<file path="config.mk">
export PLATFORM = sky130hd
export DESIGN_NAME = cce_ctrl
export DESIGN_NICKNAME = d
export VERILOG_FILES = /design/src/hw/rtl/cce_pkg.sv /design/src/hw/rtl/cce_ctrl.sv
export SDC_FILE = /design/constraint.sdc
export NUM_CORES = 2
export LEC_CHECK = 0
export ABC_CLOCK_PERIOD_IN_PS = 13300
export BUFFER_PORTS_ARGS = -buffer_cell sky130_fd_sc_hd__buf_2
export CORE_MARGIN = 1
export CORE_UTILIZATION = 50
export DETAILED_ROUTE_END_ITERATION = 10
export GPL_TIMING_DRIVEN = 1
export PLACE_DENSITY = 0.67
export SETUP_SLACK_MARGIN = 0.02
export SLEW_MARGIN = 20
export SYNTH_ARGS = -nofsm -noshare
export SYNTH_HDL_FRONTEND = slang
export SYNTH_SLANG_ARGS = --single-unit
</file>
<file path="constraint.sdc">
create_clock -name i_clk -period 13.3 [get_ports i_clk]
set_clock_uncertainty 0.2 [all_clocks]
set_input_delay 1.33 -clock i_clk [delete_from_list [all_inputs] [get_ports i_clk]]
set_output_delay 1.33 -clock i_clk [all_outputs]
set_load 0.03 [all_outputs]
</file>
<file path="src/hw/rtl/cce_pkg.sv">
// cce_pkg: shared constants, types and index helpers of the clamped-edge 2-d convolution core
// no dependencies
package cce_pkg;

    localparam int MAX_WIDTH   = 1024;
    localparam int MAX_KERNEL  = 5;
    localparam int PIXEL_BITS  = 16;
    localparam int MAX_HEIGHT  = 4096;
    localparam int WIN         = MAX_KERNEL * MAX_KERNEL;
    localparam int BANK_DEPTH  = (MAX_WIDTH + MAX_KERNEL - 1) / MAX_KERNEL;
    localparam int AW          = $clog2(BANK_DEPTH);
    localparam int BW          = $clog2(WIN);
    localparam int CW          = 10;
    localparam int RW          = 12;
    localparam int FIFO_DEPTH  = 8;
    localparam int FW          = $clog2(FIFO_DEPTH);
    localparam int CFG_BITS    = 40;

    typedef enum logic [2:0] {
        CFG_RADIUS = 3'd0,
        CFG_WIDTH  = 3'd1,
        CFG_HEIGHT = 3'd2,
        CFG_COEF0  = 3'd3,
        CFG_COEF1  = 3'd4,
        CFG_COEF2  = 3'd5,
        CFG_COEF3  = 3'd6,
        CFG_COEF4  = 3'd7
    } t_cfg_idx;

    typedef struct packed {
        logic [1:0]  rad;
        logic [10:0] w;
        logic [12:0] h;
    } t_geom;

    typedef struct packed {
        logic                  en;
        logic [2:0]            slot;
        logic [2:0]            bank;
        logic [AW-1:0]         addr;
        logic [PIXEL_BITS-1:0] data;
    } t_wr;

    typedef struct packed {
        logic [MAX_KERNEL-1:0][2:0]    rslot;
        logic [MAX_KERNEL-1:0][2:0]    colm;
        logic [MAX_KERNEL-1:0][AW-1:0] colq;
    } t_rd;

    typedef struct packed {
        logic          valid;
        logic          last;
        logic [RW-1:0] row;
        logic [CW-1:0] col;
    } t_meta;

    typedef struct packed {
        logic          last;
        logic [CW-1:0] col;
        logic [RW-1:0] row;
        logic [31:0]   value;
    } t_result;

    typedef logic [WIN-1:0][PIXEL_BITS-1:0] t_window;

    // column / 5 by reciprocal, exact below 1024
    function automatic logic [AW-1:0] col_div(input logic [CW-1:0] c);
        logic [CW+7:0] p;
        p = (CW+8)'(c) * (CW+8)'(205);
        return p[CW+7:10];
    endfunction

    function automatic logic [2:0] col_mod(input logic [CW-1:0] c);
        logic [CW-1:0] m;
        m = c - CW'(col_div(c)) * CW'(5);
        return m[2:0];
    endfunction

    // row % 5 by reciprocal, exact below 4096
    function automatic logic [2:0] row_mod(input logic [RW-1:0] r);
        logic [23:0] p;
        logic [RW-1:0] m;
        p = 24'(r) * 24'd3277;
        m = r - RW'(p[23:14]) * RW'(5);
        return m[2:0];
    endfunction

endpackage

</file>
<file path="src/hw/rtl/cce_ctrl.sv">
// cce_ctrl: input and output position counters, line store write and window read addressing
// depends on cce_pkg
module cce_ctrl (
    input  logic                          i_clk,
    input  logic                          i_rst_n,
    input  cce_pkg::t_geom                i_geom,
    input  logic                          i_accept,
    input  logic                          i_drain,
    input  logic [cce_pkg::PIXEL_BITS-1:0] i_pixel,
    input  logic                          i_restart,
    output cce_pkg::t_wr                  o_wr,
    output cce_pkg::t_rd                  o_rd,
    output cce_pkg::t_meta                o_meta
);
    import cce_pkg::*;

    logic [12:0]   r_in_row, n_in_row;
    logic [CW-1:0] r_in_col, n_in_col;
    logic [2:0]    r_in_slot, n_in_slot;
    logic [2:0]    r_in_bank, n_in_bank;
    logic [AW-1:0] r_in_addr, n_in_addr;
    logic [RW-1:0] r_emit_row, n_emit_row;
    logic [CW-1:0] r_emit_col, n_emit_col;

    logic        wen, ready, emit, last;
    logic [12:0] nr, hm;
    logic [10:0] nc, wm;

    assign hm = i_geom.h - 13'd1;
    assign wm = i_geom.w - 11'd1;

    always_comb begin
        n_in_row  = r_in_row;
        n_in_col  = r_in_col;
        n_in_slot = r_in_slot;
        n_in_bank = r_in_bank;
        n_in_addr = r_in_addr;
        wen = i_accept && !i_drain && (r_in_row < i_geom.h);
        if (wen) begin
            if ((11'(r_in_col) + 11'd1) >= i_geom.w) begin
                n_in_col  = '0;
                n_in_row  = r_in_row + 13'd1;
                n_in_slot = (r_in_slot == 3'(MAX_KERNEL - 1)) ? 3'd0 : r_in_slot + 3'd1;
                n_in_bank = '0;
                n_in_addr = '0;
            end else begin
                n_in_col = r_in_col + CW'(1);
                if (r_in_bank == 3'(MAX_KERNEL - 1)) begin
                    n_in_bank = '0;
                    n_in_addr = r_in_addr + AW'(1);
                end else begin
                    n_in_bank = r_in_bank + 3'd1;
                end
            end
        end

        nr = 13'(r_emit_row) + 13'(i_geom.rad);
        if (nr > hm) nr = hm;
        nc = 11'(r_emit_col) + 11'(i_geom.rad);
        if (nc > wm) nc = wm;
        ready = (n_in_row > nr) || ((n_in_row == nr) && (11'(n_in_col) > nc));
        emit  = i_accept && ready;
        last  = (13'(r_emit_row) == hm) && (11'(r_emit_col) == wm);

        n_emit_row = r_emit_row;
        n_emit_col = r_emit_col;
        if (emit) begin
            if (last) begin
                n_emit_row = '0;
                n_emit_col = '0;
                n_in_row   = '0;
                n_in_col   = '0;
                n_in_slot  = '0;
                n_in_bank  = '0;
                n_in_addr  = '0;
            end else if ((11'(r_emit_col) + 11'd1) >= i_geom.w) begin
                n_emit_col = '0;
                n_emit_row = r_emit_row + RW'(1);
            end else begin
                n_emit_col = r_emit_col + CW'(1);
            end
        end
        if (i_restart) begin
            n_emit_row = '0;
            n_emit_col = '0;
            n_in_row   = '0;
            n_in_col   = '0;
            n_in_slot  = '0;
            n_in_bank  = '0;
            n_in_addr  = '0;
        end
    end

    always_ff @(posedge i_clk) begin
        if (!i_rst_n) begin
            r_in_row   <= '0;
            r_in_col   <= '0;
            r_in_slot  <= '0;
            r_in_bank  <= '0;
            r_in_addr  <= '0;
            r_emit_row <= '0;
            r_emit_col <= '0;
        end else begin
            r_in_row   <= n_in_row;
            r_in_col   <= n_in_col;
            r_in_slot  <= n_in_slot;
            r_in_bank  <= n_in_bank;
            r_in_addr  <= n_in_addr;
            r_emit_row <= n_emit_row;
            r_emit_col <= n_emit_col;
        end
    end

    assign o_wr.en   = wen;
    assign o_wr.slot = r_in_slot;
    assign o_wr.bank = r_in_bank;
    assign o_wr.addr = r_in_addr;
    assign o_wr.data = i_pixel;

    // clamped window rows and columns around the next output
    always_comb begin
        logic signed [13:0] tr;
        logic signed [11:0] tc;
        logic [RW-1:0] rr;
        logic [CW-1:0] cc;
        o_rd = '0;
        for (int k = 0; k < MAX_KERNEL; k++) begin
            tr = $signed({2'b00, r_emit_row}) + 14'(k) - 14'(i_geom.rad);
            if (tr < 0) rr = '0;
            else if (tr > $signed({1'b0, hm})) rr = hm[RW-1:0];
            else rr = tr[RW-1:0];
            tc = $signed({2'b00, r_emit_col}) + 12'(k) - 12'(i_geom.rad);
            if (tc < 0) cc = '0;
            else if (tc > $signed({1'b0, wm})) cc = wm[CW-1:0];
            else cc = tc[CW-1:0];
            o_rd.rslot[k] = row_mod(rr);
            o_rd.colm[k]  = col_mod(cc);
            o_rd.colq[k]  = col_div(cc);
        end
    end

    assign o_meta.valid = emit;
    assign o_meta.last  = last;
    assign o_meta.row   = r_emit_row;
    assign o_meta.col   = r_emit_col;

`ifndef SYNTHESIS
    a_in_col: assert property (@(posedge i_clk) disable iff (!i_rst_n)
        11'(r_in_col) < i_geom.w) else $error("input column beyond row");
    a_emit_col: assert property (@(posedge i_clk) disable iff (!i_rst_n)
        11'(r_emit_col) < i_geom.w) else $error("output column beyond row");
    a_emit_row: assert property (@(posedge i_clk) disable iff (!i_rst_n)
        13'(r_emit_row) < i_geom.h) else $error("output row beyond image");
`endif

endmodule

</file>
Yosys cells after proc, flatten, opt, wreduce, memory -nomap -nowiden:

Index checks and enable logic that the tools add are counted.

* equal/unequal tests: 5
* $mul: 20
* reductions and logical operators: 10
* order comparisons: 27
* bitwise operators: 1
* muxes and demuxes: 49
* $add $sub $neg: 41

Operators by type and width (number)
* $mux 10: 16
* $mux 12: 12
* $mul 12x12->24 const B: 5
* $mul 10x8->18 const B: 5
* $mux 13: 5
* $gt 14x14->1: 4
* $lt 14x1->1 const B: 4
* $sub 13x2->14: 4
* $mul 10x3->3 const B: 5
* $gt 12x12->1: 4
* $lt 12x1->1 const B: 4
* $sub 11x2->12: 4
* $mul 8x3->3 const B: 5
* $mux 8: 5
* $add 10x1->11 const B: 3
* $mux 3: 10
* $sub 3x3->3: 10
* $add 12x2->13 const B: 2
* $gt 13x13->1: 2
* $add 10x2->11 const B: 2
* $ge 11x11->1: 2
* $add 10x1->10 const B: 2
* $gt 13x14->1: 1
* $add 12x1->13 const B: 1
* other kinds (30): 36

* register bits after elaboration: 59
* output and inout bits: 125
* input port bits: 47
* logic and storage cells: 160

Longest topological paths before layout:

* depth after elaboration: 9
* gate-level depth with buffers: 46
* mapped depth without buffers: 45

Worst setup path after synthesis:

No wires, ideal clock.

* path kind: input to output
* from: input i_geom[25] in the netlist's numbering
* to: output o_rd[69] in the netlist's numbering
* cell stages on the path: 42
* buffers on the path: 2
* path slack: 0.570 ns
* arrival time: 11.200 ns
* data required time: 11.770 ns
* cell sequence: inv_1 -> ha_1 -> ha_1 -> ha_1 -> nand2b_1 -> a211oi_1 -> o21ai_0 -> a21oi_1 -> xor2_1 -> ha_1 -> o21a_1 -> o21ai_0 -> or4_1 -> a21oi_1 -> o31a_1 -> clkbuf_1 -> buf_1 -> nor2_1 -> [6 not listed] -> fa_1 -> inv_1 -> fa_1 -> inv_1 -> ha_1 -> nand3_1 -> nand2_1 -> a41o_1 -> o21a_1 -> nor2_1 -> mux2_2 -> fa_1 -> xnor2_1 -> xnor2_1 -> xnor2_1 -> xnor2_1 -> xnor3_1 -> xor2_1

RTL lines
* from (decl): RTL line cce_ctrl.sv:6 `input cce_pkg::t_geom i_geom,`
* to (decl): RTL line cce_ctrl.sv:12 `output cce_pkg::t_rd o_rd,`

==> flow_summary.json <==
{
  "worst_pin_slew_ns": 1.116,
  "root_buffer": "clkbuf_16",
  "grt_max_degree": 30,
  "drt_iter0_markers": 1185,
  "ys_top_cells_by_count": "799 x ha_1, 719 x inv_1, 263 x fa_1",
  "initial_core_util_pct": 50.61,
  "clkTransAtPathRegs_ns": 0.05,
  "relSlewSlack_pct": 24.81,
  "ant_nets": 0,
  "setup_viol": 0,
  "synthXorXnorAreaFrac_pct": 9.971,
  "dieArea_um2": 62210,
  "synth.area.top_cells": "ha_1 33%, fa_1 17%, inv_1 8.8%",
  "synth_cells": 3653,
  "synth.avg_cell_area_um2": 8.379,
  "portBuffers": 139,
  "grt_pass1_wl_mm": 132.8,
  "slowest_delay_ns": 0.55,
  "cap_violations": 0,
  "coreArea_um2": 60470,
  "cp.required_ns": 11.77,
  "cp-start-kind": "input pin",
  "vias": 24935,
  "cts_buffers": 9,
  "total_power_mw": 4.586,
  "netlist.top_cell.by_area": "ha_1",
  "drive_above_1_share_pct": 7.439,
  "clock_latency_ns": 0.35,
  "fillers": 5763,
  "grt_usage_pct": 26.67,
  "antenna-diode-count": 0,
  "synthToLayoutAreaGrowth_pct": 7.011,
  "clockBufferDepth": 2,
  "peakVddDrop_v": 0.0004896,
  "dp_hpwl_mm": 70.93,
  "stdcell_count": 4573,
  "grt_overflow": 0,
  "synth_compound_area_share_pct": 12.69,
  "grt_use_met1_pct": 33.42,
  "die_w_um": 249.4,
  "antenna_found_initial": 1,
  "met3_usage_pct": 3.014,
  "synth_cell_type_count": 88,
  "die_h_um": 249.4,
  "power.density_nw_per_um2": 140.0,
  "std_cell_rows": 90,
  "gp_congestion": 0.9965,
  "yosysWarningCount": 0,
  "synth-async-reset-ratio_pct": 0,
  "use_met2_pct": 47.44,
  "htree_num_levels": 3,
  "critPathSlowestCell": "fa_1",
  "hold_viol": 0,
  "grt_pass1_vias": 25006,
  "synthFlopType": "dfxtp_1",
  "nets": 4895,
  "placedCellCount": 4553,
  "fmax_ghz": 0.07925,
  "synth_area_um2": 30610,
  "slew_viol_final": 0,
  "wl_per_cell_um": 18.07,
  "synthMuxAreaShare_pct": 1.333,
  "synth_edf_count": 0,
  "finalCritPeriodShare_pct": 94.87,
  "synth_most_common_cell": "ha_1",
  "cts_tree": "yes",
  "drc": 0,
  "synth_top_area_share_pct": 32.66,
  "p_leak_nw": 17.85,
  "ys_seq_area_share_pct": 3.859,
  "yosys_register_bits": 59,
  "firstDrtPassIters": 6,
  "synth_top_family_by_area": "adder cells",
  "critPathCaptureType": "primary output",
  "period_needed_ns": 12.62,
  "synth.net_count": 4762,
  "synthAdderAreaFrac_pct": 49.87,
  "critical_path_class": "in -> out",
  "synth-simple-area-share_pct": 11.95,
  "viasPerCell": 5.453,
  "grt.busiest_layer": "met2",
  "num_io_pins": 172,
  "status": "completed",
  "hold_class": "reg -> reg",
  "path_max_fanout": 6,
  "cts.sinks": 59,
  "cp.arrival_ns": 11.09,
  "drt_wl_total_mm": 82.65
}
cells in the final DEF, fill, tap and decap left out, types with 20 or more instances in the layout:
master    instances
and3_1           32
fa_1            263
dfxtp_1          59
nand4_1          45
and2_1           40
o21bai_1         29
nor3_1           46
nand2b_1         20
mux2i_1          33
a211oi_1         55
nand2_1         174
inv_1           718
nor2b_1          30
o21a_1           47
buf_2           138
ha_1            798
xor2_1           72
xnor2_1         235
o21ai_0         120
nand3_1          75
buf_4            67
a21oi_1         189
nor2_1          215
a21o_1           35
worst paths after layout:
kind	slack, ns	end	from	cells past startpoint
setup reg to reg	5.71	r_emit_row[10]$_SDFFE_PP0P_	r_emit_row[1]$_SDFFE_PP0P_	25
setup / recovery	0.68	o_rd[69]	i_geom[25]	44
hold / removal	0.31	r_in_addr[7]$_SDFF_PP0_	r_in_addr[7]$_SDFF_PP0_	2
hold reg to reg	0.31	r_in_addr[7]$_SDFF_PP0_	r_in_addr[7]$_SDFF_PP0_	2
metrics by stage:
stage	hold WS, ns	setup TNS (ns)	area (um2)	setup slack (ns)	utilization [%]
4_1_cts	0.3115	0	32670	0.3480	54.03
3_3_place_gp	0.2974	0	32400	0.6091	53.58
3_5_place_dp	0.2999	0	32400	0.3443	53.58
5_1_grt	0.3474	-0.01902	32750	-0.01802	54.16
2_1_floorplan	0.3581	0	30610	0.5697	-
6_report	0.3093	0	32750	0.6821	54.16
per-layer routing:
layer | wire length [um] | vias up
li1 | - | 12462
met1 | 35590 | 11790
met2 | 40150 | 538
met3 | 3967 | 143
met4 | 2924 | 2
met5 | 17 | -
power breakdown:
group	internal (mW)	leakage [nW]	switching, mW
clock network	0.126	0.128	0.0946
logic	1.58	17.2	2.60
registers	0.177	0.475	0.000962
total	1.89	17.8	2.70
repair_timing:
| action | CTS | global route |
|---|---|---|
| setup endpoints to repair | 0 | 2 |
| hold buffers | 0 | 0 |
| setup buffers | 0 | 2 |
| resized for setup | 0 | 11 |
state kept, by name, summed over array words and instances, names as in the netlist:
register / count
r_in_col: 10
r_in_row: 13
r_emit_row: 12
r_emit_col: 10
r_in_slot: 3
r_in_addr: 8
r_in_bank: 3
final cells by class:
class | instances | area [um2] | area share (%)
inverter | 729 | 2736 | 8.355
multi-input combinational | 2780 | 26370 | 80.52
tap | 782 | 978.4 | 2.987
clock buffer | 10 | 229.0 | 0.6991
sequential | 59 | 1181 | 3.606
clock inverter | 6 | 42.54 | 0.1299
timing repair buffer | 207 | 1212 | 3.702
critical path, delay by kind of cell:
kind / cells / cell delay (ns)
buffers and inverters: 9 / 1.02
multiplexers: 2 / 0.62
adder cells (fa/ha/maj): 11 / 4.18
XOR/XNOR: 7 / 1.18
AO/OA/AOI/OAI: 9 / 1.62
AND/OR/NAND/NOR: 6 / 1.10
logic make-up (layout without fill, tap and decap cells):
logic type / Yosys count / in the layout
compound gates: 602 / 604
xor+xnor: 327 / 327
buf+inv: 816 / 952
flops: 59 / 59
mux: 40 / 40
simple gates: 747 / 747
fa+ha+maj: 1062 / 1062
(Power assumes the default switching activity.)
