$ cat config.mk
export PLATFORM = sky130hd
export DESIGN_NAME = cce_out_fifo
export DESIGN_NICKNAME = d
export VERILOG_FILES = /design/src/hw/rtl/cce_pkg.sv /design/src/hw/rtl/cce_out_fifo.sv
export SDC_FILE = /design/constraint.sdc
export NUM_CORES = 1
export LEC_CHECK = 0
export BUFFER_PORTS_ARGS = -buffer_cell sky130_fd_sc_hd__buf_2
export CORE_AREA = 2 2 199 201
export CTS_CLUSTER_SIZE = 16
export DETAILED_ROUTE_END_ITERATION = 10
export DIE_AREA = 0 0 201 203
export PLACE_DENSITY = 0.58
export SETUP_SLACK_MARGIN = 0.02
export SLEW_MARGIN = 20
export SYNTH_ARGS = -nofsm -noshare
export SYNTH_HDL_FRONTEND = slang
export SYNTH_SLANG_ARGS = --single-unit
$ cat constraint.sdc
create_clock -name i_clk -period 10.8 [get_ports i_clk]
set_clock_uncertainty 0.05 [all_clocks]
set_input_delay 0 -clock i_clk [delete_from_list [all_inputs] [get_ports i_clk]]
set_output_delay 0 -clock i_clk [all_outputs]
set_load 0.01 [all_outputs]
$ cat src/hw/rtl/cce_pkg.sv
// cce_pkg: shared constants, types and index helpers of the clamped-edge 2-d convolution core
// no dependencies
package cce_pkg;

    localparam int MAX_WIDTH   = 1024;
    localparam int MAX_KERNEL  = 5;
    localparam int PIXEL_BITS  = 16;
    localparam int MAX_HEIGHT  = 4096;
    localparam int WIN         = MAX_KERNEL * MAX_KERNEL;
    localparam int BANK_DEPTH  = (MAX_WIDTH + MAX_KERNEL - 1) / MAX_KERNEL;
    localparam int AW          = $clog2(BANK_DEPTH);
    localparam int BW          = $clog2(WIN);
    localparam int CW          = 10;
    localparam int RW          = 12;
    localparam int FIFO_DEPTH  = 8;
    localparam int FW          = $clog2(FIFO_DEPTH);
    localparam int CFG_BITS    = 40;

    typedef enum logic [2:0] {
        CFG_RADIUS = 3'd0,
        CFG_WIDTH  = 3'd1,
        CFG_HEIGHT = 3'd2,
        CFG_COEF0  = 3'd3,
        CFG_COEF1  = 3'd4,
        CFG_COEF2  = 3'd5,
        CFG_COEF3  = 3'd6,
        CFG_COEF4  = 3'd7
    } t_cfg_idx;

    typedef struct packed {
        logic [1:0]  rad;
        logic [10:0] w;
        logic [12:0] h;
    } t_geom;

    typedef struct packed {
        logic                  en;
        logic [2:0]            slot;
        logic [2:0]            bank;
        logic [AW-1:0]         addr;
        logic [PIXEL_BITS-1:0] data;
    } t_wr;

    typedef struct packed {
        logic [MAX_KERNEL-1:0][2:0]    rslot;
        logic [MAX_KERNEL-1:0][2:0]    colm;
        logic [MAX_KERNEL-1:0][AW-1:0] colq;
    } t_rd;

    typedef struct packed {
        logic          valid;
        logic          last;
        logic [RW-1:0] row;
        logic [CW-1:0] col;
    } t_meta;

    typedef struct packed {
        logic          last;
        logic [CW-1:0] col;
        logic [RW-1:0] row;
        logic [31:0]   value;
    } t_result;

    typedef logic [WIN-1:0][PIXEL_BITS-1:0] t_window;

    // column / 5 by reciprocal, exact below 1024
    function automatic logic [AW-1:0] col_div(input logic [CW-1:0] c);
        logic [CW+7:0] p;
        p = (CW+8)'(c) * (CW+8)'(205);
        return p[CW+7:10];
    endfunction

    function automatic logic [2:0] col_mod(input logic [CW-1:0] c);
        logic [CW-1:0] m;
        m = c - CW'(col_div(c)) * CW'(5);
        return m[2:0];
    endfunction

    // row % 5 by reciprocal, exact below 4096
    function automatic logic [2:0] row_mod(input logic [RW-1:0] r);
        logic [23:0] p;
        logic [RW-1:0] m;
        p = 24'(r) * 24'd3277;
        m = r - RW'(p[23:14]) * RW'(5);
        return m[2:0];
    endfunction

endpackage

$ cat src/hw/rtl/cce_out_fifo.sv
// cce_out_fifo: small result queue that absorbs receiver stalls
// depends on cce_pkg
module cce_out_fifo (
    input  logic             i_clk,
    input  logic             i_rst_n,
    input  logic             i_push,
    input  cce_pkg::t_result i_data,
    input  logic             i_pop,
    output logic             o_valid,
    output cce_pkg::t_result o_data,
    output logic [cce_pkg::FW:0] o_count
);
    import cce_pkg::*;

    t_result       r_mem [FIFO_DEPTH];
    logic [FW-1:0] r_wp, r_rp;
    logic [FW:0]   r_cnt;
    logic          pop;

    assign o_valid = (r_cnt != '0);
    assign pop     = i_pop && o_valid;
    assign o_data  = r_mem[r_rp];
    assign o_count = r_cnt;

    always_ff @(posedge i_clk) begin
        if (i_push) r_mem[r_wp] <= i_data;
    end

    always_ff @(posedge i_clk) begin
        if (!i_rst_n) begin
            r_wp  <= '0;
            r_rp  <= '0;
            r_cnt <= '0;
        end else begin
            if (i_push) r_wp <= r_wp + FW'(1);
            if (pop) r_rp <= r_rp + FW'(1);
            r_cnt <= r_cnt + (FW+1)'(i_push) - (FW+1)'(pop);
        end
    end

`ifndef SYNTHESIS
    a_no_overflow: assert property (@(posedge i_clk) disable iff (!i_rst_n)
        !(i_push && !pop && r_cnt == (FW+1)'(FIFO_DEPTH))) else $error("result queue overflow");
`endif

endmodule

# ---- Word level (Yosys, flattened, before mapping)
# Memories as Yosys holds them, arrays and structs flattened. A register that Yosys moved wholly into a read port is not among the register bits.
# Cells that the tools add are included.
dict set report totals {
  ramBits 440
  memories 1
  reg_bits 10
  out_inout_bits 60
}
dict set report op_classes {
  reduce_logical 2
  muxes 4
  addsub 4
}
# memory words word_bits rd rd_ports_with_merged_regs write_ports line_no
set mem_list {}
lappend mem_list {r_mem 8 55 1 1 1 cce_out_fifo.sv:15} ;# t_result r_mem [FIFO_DEPTH];
# cell n
set op_table {}
lappend op_table {{adder 3 x 1 -> 3 bit (second input constant)} 2}
lappend op_table {{2-to-1 mux 3 bit} 2}
lappend op_table {{adder 4 x 1 -> 4 bit} 1}
lappend op_table {{nonzero test 4 bit} 1}
lappend op_table {{subtractor 4 x 1 -> 4 bit} 1}
lappend op_table {{2-to-1 mux 1 bit} 2}
lappend op_table {{logical AND 1 bit} 1}

# ---- Logic depth before layout (Yosys ltp)
# Gate-level depths: netlist (run 1).
dict set report logic_depth {
  word_depth 4
  depth_mapped 10
  depth_no_buf 10
}

# ---- Worst setup path before layout (run 1)
# No wires, ideal clock.
dict set report synth_path {
  path_kind {reg-to-reg}
  from {register r_wp[2]}
  to {memory r_mem[0][0] (netlist name), enable pin}
  path_slack_ns 5.972
  arrival_ns 4.243
  required_time_ns 10.214
  period_less_slack_ns 4.828
  stages_incl_launch_ff 3
  path_cell_list {dfxtp_1 nand2b_1 nor3_1}
}
# item line_no
set synth_rtl {}
lappend synth_rtl {{start, declared} cce_out_fifo.sv:16} ;# logic [FW-1:0] r_wp, r_rp;
lappend synth_rtl {{start signal, assigned} cce_out_fifo.sv:35} ;# if (i_push) r_wp <= r_wp + FW'(1);
lappend synth_rtl {{end, declared} cce_out_fifo.sv:15}
# Straight into the memory's write port.

==> results of run 1 <==
Yosys cell counts:
cell	count	area (um^2)
sky130_fd_sc_hd__and2_1	4	25.0
sky130_fd_sc_hd__dfxtp_1	13	260
sky130_fd_sc_hd__buf_2	2	10.0
sky130_fd_sc_hd__xor2_1	1	8.76
sky130_fd_sc_hd__a21oi_1	1	5.00
sky130_fd_sc_hd__xnor2_1	2	17.5
sky130_fd_sc_hd__nand2b_1	6	37.5
sky130_fd_sc_hd__nand2_1	9	33.8
sky130_fd_sc_hd__inv_1	4	15.0
sky130_fd_sc_hd__nand3_1	1	5.00
sky130_fd_sc_hd__nor2_1	7	26.3
sky130_fd_sc_hd__buf_6	10	113
sky130_fd_sc_hd__ha_1	6	75.1
sky130_fd_sc_hd__nor2b_1	2	12.5
sky130_fd_sc_hd__a21o_1	1	7.51
sky130_fd_sc_hd__edfxtp_1	440	13200
sky130_fd_sc_hd__mux2_2	55	619
sky130_fd_sc_hd__or2_2	1	6.26
sky130_fd_sc_hd__fa_1	1	20.0
sky130_fd_sc_hd__nor3_1	2	10.0
sky130_fd_sc_hd__buf_4	1	7.51
sky130_fd_sc_hd__mux2i_1	9	90.1
sky130_fd_sc_hd__or3b_2	1	8.76
sky130_fd_sc_hd__buf_1	10	37.5
sky130_fd_sc_hd__mux4_2	110	2480
sky130_fd_sc_hd__clkbuf_1	8	30.0
state kept, by name, indices dropped and copies added, names as in the netlist, named ones only:
signal / flops
r_mem: 440
o_count: 4
r_rp: 3
r_wp: 3
metal layers:
| metal | up-vias | track usage | routed length (um) |
|---|---|---|---|
| met3 | 45 | 0.0419 | 1650 |
| met2 | 161 | 0.314 | 18300 |
| met5 | - | 0 | 0 |
| met4 | 0 | 0.0460 | 600 |
| li1 | 3427 | - | - |
| met1 | 4078 | 0.214 | 14300 |
worst max-delay path by stage:
stage | end | start | depth (start not counted)
4_1_cts | o_data[5] | flop | 4
3_3_place_gp | o_data[7] | flop | 4
2_1_floorplan | r_mem[0][0]$_DFFE_PP_ | r_wp[2]$_SDFFE_PN0P_ | 2
5_1_grt | o_data[7] | flop | 4
3_5_place_dp | o_data[5] | flop | 4
6_report | o_data[5] | flop | 4
worst register-to-register path: stages (launching register included):
cell and delay [ns]:
sky130_fd_sc_hd__dfxtp_1 0.33, sky130_fd_sc_hd__nand2b_1 0.30, sky130_fd_sc_hd__nor2_4 0.71, sky130_fd_sc_hd__buf_4 0.69
metrics by stage:
step,total power [W],hold slack (ns),cell area (um^2)
2_1_floorplan,0.00245,0.0489,17200
3_3_place_gp,0.00263,0.200,18400
3_5_place_dp,0.00265,0.217,18400
4_1_cts,0.00423,0.137,20500
5_1_grt,0.00434,0.171,20500
6_report,0.00417,0.179,20500
logic make-up (layout without fill, tap and decap cells):
family,count (synthesis),in the layout,synth area share
flops,453,453,0.785
mux,174,174,0.186
buf+inv,35,283,0.0124
simple gates,33,33,0.00962
fa+ha+maj,7,7,0.00554
xor+xnor,3,3,0.00153
compound gates,2,2,0.000729
other cells,0,1,0
report_power, final:
group / leakage (nW) / total, W / switching (W) / internal, W
Combinational: 1.77 / 0.000559 / 0.000255 / 0.000304
Clock: 0.737 / 0.00155 / 0.000639 / 0.000914
Sequential: 4.11 / 0.00206 / 0.0000731 / 0.00198
Total: 6.61 / 0.00417 / 0.000967 / 0.00320
what timing repair did:
item / in CTS / in global routing
hold buffers: 60 / 0
hold endpoints to repair: 453 / 0
setup endpoints to repair: 0 / 0
cell type report:
class                      count  share of cell area
inverter                       4            0.000733
clock inverter                27              0.0102
antenna                        1            0.000122
sequential                   453               0.658
tap                          518              0.0316
multi-input combinational    219               0.173
timing repair buffer         192              0.0633
clock buffer                  60              0.0629
==> report_table.html, run 1 <==
<table>
<tr><th>Metric</th><th>Value</th></tr>
<tr><th colspan="2">Place</th></tr>
<tr><td>GP Congestion</td><td>between 0.6 and 0.7</td></tr>
<tr><td>Worst setup timing slack at the placement stage</td><td>7.91 ns</td></tr>
<tr><td>Post-detailed-placement half-perimeter wirelength</td><td>between 15,000 and 20,000 um</td></tr>
<tr><td>Number of buffer cells added on primary ports</td><td>approximately 120</td></tr>
<tr><td>Placed cells</td><td>approximately 1,300</td></tr>
<tr><th colspan="2">Routing</th></tr>
<tr><td>Detailed-router iteration count before antenna repair</td><td>4</td></tr>
<tr><td>Final wirelength</td><td>roughly 35,000 um</td></tr>
<tr><td>Remaining number of nets flagged by the antenna check after routing</td><td>0</td></tr>
<tr><td>Average vias per placed instance</td><td>5.23</td></tr>
<tr><td>Detailed-route DRC error count</td><td>0</td></tr>
<tr><td>Routed wirelength normalized by instance count</td><td>between 20 and 25 um</td></tr>
<tr><td>Number of DRC markers in iteration 0</td><td>between 400 and 500</td></tr>
<tr><td>Via Count</td><td>slightly below 8,000</td></tr>
<tr><th colspan="2">CTS</th></tr>
<tr><td>Number of clock sinks</td><td>about 450</td></tr>
<tr><td>Total number of H-tree levels</td><td>2</td></tr>
<tr><td>Clock transition at path regs</td><td>about 0.060 ns</td></tr>
<tr><td>Number of CTS-inserted buffers</td><td>48</td></tr>
<tr><td>Setup Buffers After CTS</td><td>0</td></tr>
<tr><td>Clock root buffer</td><td>sky130_fd_sc_hd__clkbuf_16</td></tr>
<tr><td>Number of gates resized after cts</td><td>0</td></tr>
<tr><td>CTS tree</td><td>yes</td></tr>
<tr><td>Worst-case clock buffer depth</td><td>3</td></tr>
<tr><td>Clock insertion delay at the later pin of the skew report</td><td>0.57 ns</td></tr>
<tr><th colspan="2">Floorplanning</th></tr>
<tr><td>Initial Utilization</td><td>0.446</td></tr>
<tr><td>Top-Level Pins</td><td>119</td></tr>
<tr><td>Die width</td><td>roughly 200 um</td></tr>
<tr><td>Core area</td><td>roughly 0.038 mm^2</td></tr>
<tr><td>Die extent in y</td><td>a little over 200 um</td></tr>
<tr><td>Die Footprint</td><td>~0.04 mm^2</td></tr>
<tr><td>Rows</td><td>a little over 70</td></tr>
<tr><th colspan="2">Layout</th></tr>
<tr><td>Filler Cell Count</td><td>between 2,000 and 3,000</td></tr>
<tr><td>Ratio of cells with drive above 1 in the final layout</td><td>0.392</td></tr>
<tr><td>Final standard cell utilization of the core</td><td>0.533</td></tr>
<tr><td>Combined flip-flop and latch cell area</td><td>about 0.013 mm^2</td></tr>
<tr><td>Most common library cell in the layout ignoring fill and taps</td><td>sky130_fd_sc_hd__edfxtp_1</td></tr>
<tr><td>Layout overhead on the synthesized area</td><td>19.3%</td></tr>
<tr><td>Post-layout nets</td><td>slightly below 1,000</td></tr>
<tr><td>Number of standard cells in the layout, taps in and fillers out</td><td>roughly 1,500</td></tr>
<tr><td>Leading cell types in the layout, fill and taps excluded</td><td>sky130_fd_sc_hd__edfxtp_1 (440), sky130_fd_sc_hd__buf_2 (118), sky130_fd_sc_hd__mux4_2 (110), sky130_fd_sc_hd__dlygate4sd3_1 (60), sky130_fd_sc_hd__mux2_2 (55)</td></tr>
<tr><td>Area occupied by multi-input gates</td><td>0.00354 mm^2</td></tr>
<tr><th colspan="2">Timing</th></tr>
<tr><td>Shortest clock period the worst path allows after layout</td><td>3.38 ns</td></tr>
<tr><td>Period utilization</td><td>0.313</td></tr>
<tr><td>Max Slew Vio Count</td><td>0</td></tr>
<tr><td>Timing-limited maximum frequency</td><td>0.295 GHz</td></tr>
<tr><td>Final number of hold-violating endpoints</td><td>0</td></tr>
<tr><td>Final worst-path setup slack</td><td>7.42 ns</td></tr>
<tr><td>Headroom to the max-slew limit</td><td>0.273</td></tr>
<tr><td>Final sum of negative setup slack</td><td>0 ns</td></tr>
<tr><td>Final setup violation count</td><td>0</td></tr>
<tr><td>Transition time of the tightest slew-check pin</td><td>between 1 and 1.5 ns</td></tr>
<tr><td>Unrepaired setup endpoints after global routing</td><td>no</td></tr>
<tr><th colspan="2">Global route</th></tr>
<tr><td>Number of global-route vias before repair</td><td>between 8,000 and 9,000</td></tr>
<tr><td>Total gr overflow</td><td>0</td></tr>
<tr><td>Combined global-route utilization of all metal layers</td><td>0.176</td></tr>
<tr><td>First-pass GRT wire length</td><td>~53,000 um</td></tr>
<tr><td>Largest net degree at the start of global routing</td><td>65</td></tr>
<tr><td>Antenna violations before repair</td><td>1</td></tr>
<tr><th colspan="2">Critical path</th></tr>
<tr><td>Kind of cell with the highest combined delay on the critical path</td><td>buffers and inverters</td></tr>
<tr><td>Register-to-Register Path Depth</td><td>3</td></tr>
<tr><td>Worst Path Max Fanout</td><td>between 40 and 50</td></tr>
<tr><td>Reg-to-Reg End</td><td>r_mem[2][46]$_DFFE_PP_</td></tr>
<tr><td>Critical path arrival</td><td>between 3 and 4 ns</td></tr>
<tr><td>Critical-path top delay cell</td><td>sky130_fd_sc_hd__buf_4</td></tr>
<tr><td>Cells traversed along the worst timing path</td><td>buf_4, mux4_2, mux2_2, buf_2</td></tr>
<tr><td>R2R setup slack</td><td>between 8 and 9 ns</td></tr>
<tr><td>CP Capture Type</td><td>output pin</td></tr>
<tr><td>Critical path launch point type</td><td>flop</td></tr>
<tr><td>Startpoint-to-endpoint class of the critical path</td><td>flop to output pin</td></tr>
<tr><td>Required time at the endpoint of the critical path</td><td>about 11 ns</td></tr>
<tr><td>Slowest Stage Delay on Critical Path</td><td>around 0.85 ns</td></tr>
<tr><td>Origin of the critical flop-to-flop path</td><td>r_wp[2]$_SDFFE_PN0P_</td></tr>
<tr><td>Sum of buffers and inverters on the critical path</td><td>2</td></tr>
<tr><th colspan="2">Power and ir drop</th></tr>
<tr><td>Power per Cell Area</td><td>between 200 and 250 mW/mm^2</td></tr>
<tr><td>Leak pwr</td><td>6.61 nW</td></tr>
<tr><td>Peak supply drop</td><td>around 0.15 mV</td></tr>
<tr><th colspan="2">Synth</th></tr>
<tr><td>Yosys warnings</td><td>0</td></tr>
<tr><td>Cell variety after synth</td><td>26</td></tr>
<tr><td>Gate Count Post-Synth</td><td>707</td></tr>
<tr><td>Post-synthesis cell area</td><td>roughly 0.017 mm^2</td></tr>
<tr><td>Avg Synthesized Cell Area</td><td>24.3 um^2</td></tr>
<tr><td>Sequential-to-total area share from yosys stat</td><td>0.785</td></tr>
<tr><td>Synthesized net count</td><td>around 770</td></tr>
<tr><td>Register bit total from synthesis</td><td>453</td></tr>
<tr><th colspan="2">Min path</th></tr>
<tr><td>Type of the tightest min-delay check</td><td>input port to flop</td></tr>
<tr><td>Worst hold path startpoint</td><td>i_data[2]</td></tr>
<tr><td>Endpoint of the worst hold-timing path</td><td>r_mem[2][2]$_DFFE_PP_</td></tr>
<tr><td>Hold Crit Depth</td><td>2</td></tr>
<tr><th colspan="2">Status</th></tr>
<tr><td>Run status</td><td>completed</td></tr>
<tr><th colspan="2">Run</th></tr>
<tr><td>Maximum Capacitance Violations</td><td>0</td></tr>
</table>
Note: power is estimated with default switching activity, not from simulation.
==> run 2: changes to the inputs <==
==> constraint.sdc (replaced) <==
create_clock -name i_clk -period 3.4 [get_ports i_clk]
set_clock_uncertainty 0.05 [all_clocks]
set_input_delay 0 -clock i_clk [delete_from_list [all_inputs] [get_ports i_clk]]
set_output_delay 0 -clock i_clk [all_outputs]
set_load 0.01 [all_outputs]
==> run 2 against run 1 <==
Compared with the run above:
- first-iteration DRC count increased by 15%
- clock power grew to 3.1 times the previous value
- core utilization is 0.35 points higher
- setup slack got worse by 6.7 ns
- critical path depth did not move
- combinational power grew to 3.3 times the previous value
- power increased to 3.2 times the previous value
- sequential share of layout area down 0.43 points
- critical endpoint is now o_data[39]
- largest power group unchanged
- highest routed layer unchanged
==> report_table.html, run 2 (synthesis results as in run 1) <==
<table>
<tr><th>Metric</th><th>Value</th></tr>
<tr><th colspan="2">Power and ir drop</th></tr>
<tr><td>Leak pwr</td><td>6.64 nW (+0.46%)</td></tr>
<tr><td>Power per Cell Area</td><td>638 mW/mm^2 (+210%)</td></tr>
<tr><td>Peak supply drop</td><td>0.428 mV (+180%)</td></tr>
<tr><th colspan="2">Floorplanning</th></tr>
<tr><td>Initial Utilization</td><td>0.446 (unchanged)</td></tr>
<tr><td>Die width</td><td>201 um (unchanged)</td></tr>
<tr><td>Die extent in y</td><td>203 um (unchanged)</td></tr>
<tr><td>Rows</td><td>72 (unchanged)</td></tr>
<tr><td>Die Footprint</td><td>0.0408 mm^2 (unchanged)</td></tr>
<tr><td>Core area</td><td>0.0385 mm^2 (unchanged)</td></tr>
<tr><td>Top-Level Pins</td><td>119 (unchanged)</td></tr>
<tr><th colspan="2">CTS</th></tr>
<tr><td>CTS tree</td><td>yes</td></tr>
<tr><td>Worst-case clock buffer depth</td><td>3 (unchanged)</td></tr>
<tr><td>Clock root buffer</td><td>sky130_fd_sc_hd__clkbuf_16</td></tr>
<tr><td>Number of clock sinks</td><td>453 (unchanged)</td></tr>
<tr><td>Number of CTS-inserted buffers</td><td>46 (-4.2%)</td></tr>
<tr><td>Total number of H-tree levels</td><td>2 (unchanged)</td></tr>
<tr><td>Setup Buffers After CTS</td><td>0 (unchanged)</td></tr>
<tr><td>Number of gates resized after cts</td><td>0 (unchanged)</td></tr>
<tr><td>Clock transition at path regs</td><td>0.05 ns (about the same)</td></tr>
<tr><td>CTS Hold Buffers Added</td><td>58 (-3.3%)</td></tr>
<tr><td>Clock insertion delay at the later pin of the skew report</td><td>0.56 ns (about the same)</td></tr>
<tr><th colspan="2">Layout</th></tr>
<tr><td>Max reg flops</td><td>440 (unchanged)</td></tr>
<tr><td>Most common library cell in the layout ignoring fill and taps</td><td>sky130_fd_sc_hd__edfxtp_1</td></tr>
<tr><td>Register with the most flip-flops</td><td>r_mem</td></tr>
<tr><td>Cell area after layout</td><td>0.0206 mm^2 (+0.65%)</td></tr>
<tr><td>Post-layout nets</td><td>991 (+0.71%)</td></tr>
<tr><td>Leading cell types in the layout, fill and taps excluded</td><td>sky130_fd_sc_hd__edfxtp_1 (440), sky130_fd_sc_hd__buf_2 (118), sky130_fd_sc_hd__mux4_2 (110), sky130_fd_sc_hd__dlygate4sd3_1 (58), sky130_fd_sc_hd__mux2_2 (55)</td></tr>
<tr><td>Diode count</td><td>0 (-1)</td></tr>
<tr><td>Layout overhead on the synthesized area</td><td>20.1%</td></tr>
<tr><td>Ratio of cells with drive above 1 in the final layout</td><td>0.397 (+0.00545)</td></tr>
<tr><th colspan="2">Place</th></tr>
<tr><td>Post-detailed-placement half-perimeter wirelength</td><td>19,300 um (+4.6%)</td></tr>
<tr><td>Instance area at placement</td><td>0.0186 mm^2 (+1.2%)</td></tr>
<tr><td>Number of buffer cells added on primary ports</td><td>118 (unchanged)</td></tr>
<tr><td>GP Congestion</td><td>0.740 (+8.8%)</td></tr>
<tr><td>Worst setup timing slack at the placement stage</td><td>1.01 ns (-6.90 ns)</td></tr>
<tr><th colspan="2">Routing</th></tr>
<tr><td>Detailed-router iteration count before antenna repair</td><td>7 (+3)</td></tr>
<tr><td>Met1 routed wirelength after detailed routing</td><td>14,400 um (+0.34%)</td></tr>
<tr><td>Via Count</td><td>7,837 (+1.6%)</td></tr>
<tr><td>Routed wirelength normalized by instance count</td><td>23.4 um (-0.96%)</td></tr>
<tr><td>Total met3 wirelength after detailed routing</td><td>1780 um (+8.1%)</td></tr>
<tr><td>Final wirelength</td><td>34,500 um (-0.89%)</td></tr>
<tr><td>Top routing layer in use</td><td>met4</td></tr>
<tr><td>Remaining number of nets flagged by the antenna check after routing</td><td>0 (unchanged)</td></tr>
<tr><td>Average vias per placed instance</td><td>5.31 (+1.6%)</td></tr>
<tr><td>Detailed-route DRC error count</td><td>0 (unchanged)</td></tr>
<tr><td>Routed length on met2</td><td>17,800 um (-2.7%)</td></tr>
<tr><td>Number of DRC markers in iteration 0</td><td>515 (+15%)</td></tr>
<tr><th colspan="2">Critical path</th></tr>
<tr><td>Reg-to-Reg End</td><td>o_count[1]$_SDFF_PN0_</td></tr>
<tr><td>Critical path launch point type</td><td>flop</td></tr>
<tr><td>Critical-path top delay cell</td><td>sky130_fd_sc_hd__dfxtp_4</td></tr>
<tr><td>Slowest Stage Delay on Critical Path</td><td>0.84 ns (about the same)</td></tr>
<tr><td>Worst Path Max Fanout</td><td>49 (+6.5%)</td></tr>
<tr><td>Origin of the critical flop-to-flop path</td><td>o_count[2]$_SDFF_PN0_</td></tr>
<tr><td>Required time at the endpoint of the critical path</td><td>3.35 ns (-7.40 ns)</td></tr>
<tr><td>Register-to-Register Path Depth</td><td>9 (+6)</td></tr>
<tr><td>CP Capture Type</td><td>output pin</td></tr>
<tr><td>Critical path arrival</td><td>2.62 ns (-0.71 ns)</td></tr>
<tr><td>Startpoint-to-endpoint class of the critical path</td><td>flop to output pin</td></tr>
<tr><td>Cells traversed along the worst timing path</td><td>buf_4, mux4_2, mux2_2, buf_2</td></tr>
<tr><td>R2R setup slack</td><td>0.97 ns (-7.35 ns)</td></tr>
<tr><th colspan="2">Timing</th></tr>
<tr><td>Period utilization</td><td>0.786</td></tr>
<tr><td>Max Slew Vio Count</td><td>0 (unchanged)</td></tr>
<tr><td>Final sum of negative setup slack</td><td>0 ns (unchanged)</td></tr>
<tr><td>Shortest clock period the worst path allows after layout</td><td>between 2 and 3 ns</td></tr>
<tr><td>Final worst-path setup slack</td><td>0.727 ns (-6.69 ns)</td></tr>
<tr><td>Hold WS</td><td>0.184 ns (+0.00492 ns)</td></tr>
<tr><td>Final setup violation count</td><td>0 (unchanged)</td></tr>
<tr><td>Headroom to the max-slew limit</td><td>0.299 (+0.0262)</td></tr>
<tr><td>Final number of hold-violating endpoints</td><td>0 (unchanged)</td></tr>
<tr><td>Timing-limited maximum frequency</td><td>between 0.3 and 0.4 GHz</td></tr>
<tr><td>Unrepaired setup endpoints after global routing</td><td>no</td></tr>
<tr><td>Transition time of the tightest slew-check pin</td><td>1.05 ns (-0.0392 ns)</td></tr>
<tr><th colspan="2">Global route</th></tr>
<tr><td>Largest net degree at the start of global routing</td><td>56 (-14%)</td></tr>
<tr><td>Total gr overflow</td><td>0 (unchanged)</td></tr>
<tr><td>Antenna violations before repair</td><td>0 (-1)</td></tr>
<tr><td>First-pass GRT wire length</td><td>52,500 um (unchanged)</td></tr>
<tr><td>Combined global-route utilization of all metal layers</td><td>0.174 (-0.00114)</td></tr>
<tr><td>Number of global-route vias before repair</td><td>8,614 (-1.2%)</td></tr>
<tr><th colspan="2">Run</th></tr>
<tr><td>Maximum Capacitance Violations</td><td>0 (unchanged)</td></tr>
<tr><th colspan="2">Min path</th></tr>
<tr><td>Hold Crit Depth</td><td>2 (unchanged)</td></tr>
<tr><td>Endpoint of the worst hold-timing path</td><td>r_mem[6][52]$_DFFE_PP_</td></tr>
<tr><td>Worst hold path startpoint</td><td>i_data[52]</td></tr>
<tr><td>Type of the tightest min-delay check</td><td>input port to flop</td></tr>
<tr><th colspan="2">Status</th></tr>
<tr><td>Run status</td><td>completed</td></tr>
</table>
run 2: stage by stage:
stage | instances | util | total power, W
floorplan | 707 | - | 0.00778
global placement | 1337 | 0.484 | 0.00839
detailed placement | 1337 | 0.484 | 0.00846
CTS | 1475 | 0.536 | 0.0133
global route | 1475 | 0.536 | 0.0137
finish | 1475 | 0.536 | 0.0132
run 2: area by class of cell:
| class | instances | area (um^2) |
|---|---|---|
| Fill cell | 2955 | 17800 |
| Clock buffer | 54 | 1180 |
| Tap cell | 518 | 648 |
| Timing Repair Buffer | 201 | 1480 |
| Clock inverter | 26 | 253 |
| Multi-Input combinational cell | 219 | 3550 |
| Sequential cell | 453 | 13500 |
| Inverter | 4 | 15.0 |
run 2: how the worst max path moves through the flow:
stage,from,end,cells after the start
3_3_place_gp,o_count[2]$_SDFF_PN0_,o_count[1]$_SDFF_PN0_,9
4_1_cts,flop,o_data[39],4
3_5_place_dp,o_count[2]$_SDFF_PN0_,o_count[1]$_SDFF_PN0_,9
2_1_floorplan,r_wp[0]$_SDFFE_PN0P_,r_mem[1][0]$_DFFE_PP_,2
6_report,flop,o_data[39],4
5_1_grt,flop,o_data[39],4
run 2: worst max-delay path, delay by kind of cell, from the launching register on:
family / cells / cell delay, ns
flops: 1 / 0.84
mux: 2 / 0.64
buf+inv: 2 / 0.56
run 2: where the power goes:
part / switching [W] / internal, W
registers: 0.000207 / 0.00630
clock network: 0.00196 / 0.00284
logic: 0.000843 / 0.000995
total: 0.00301 / 0.0101
run 2: routing by layer:
layer / global-route usage / vias up
met1: 0.223 / 4153
met4: 0.0476 / 0
met3: 0.0393 / 47
li1: - / 3445
met5: 0 / -
met2: 0.302 / 192
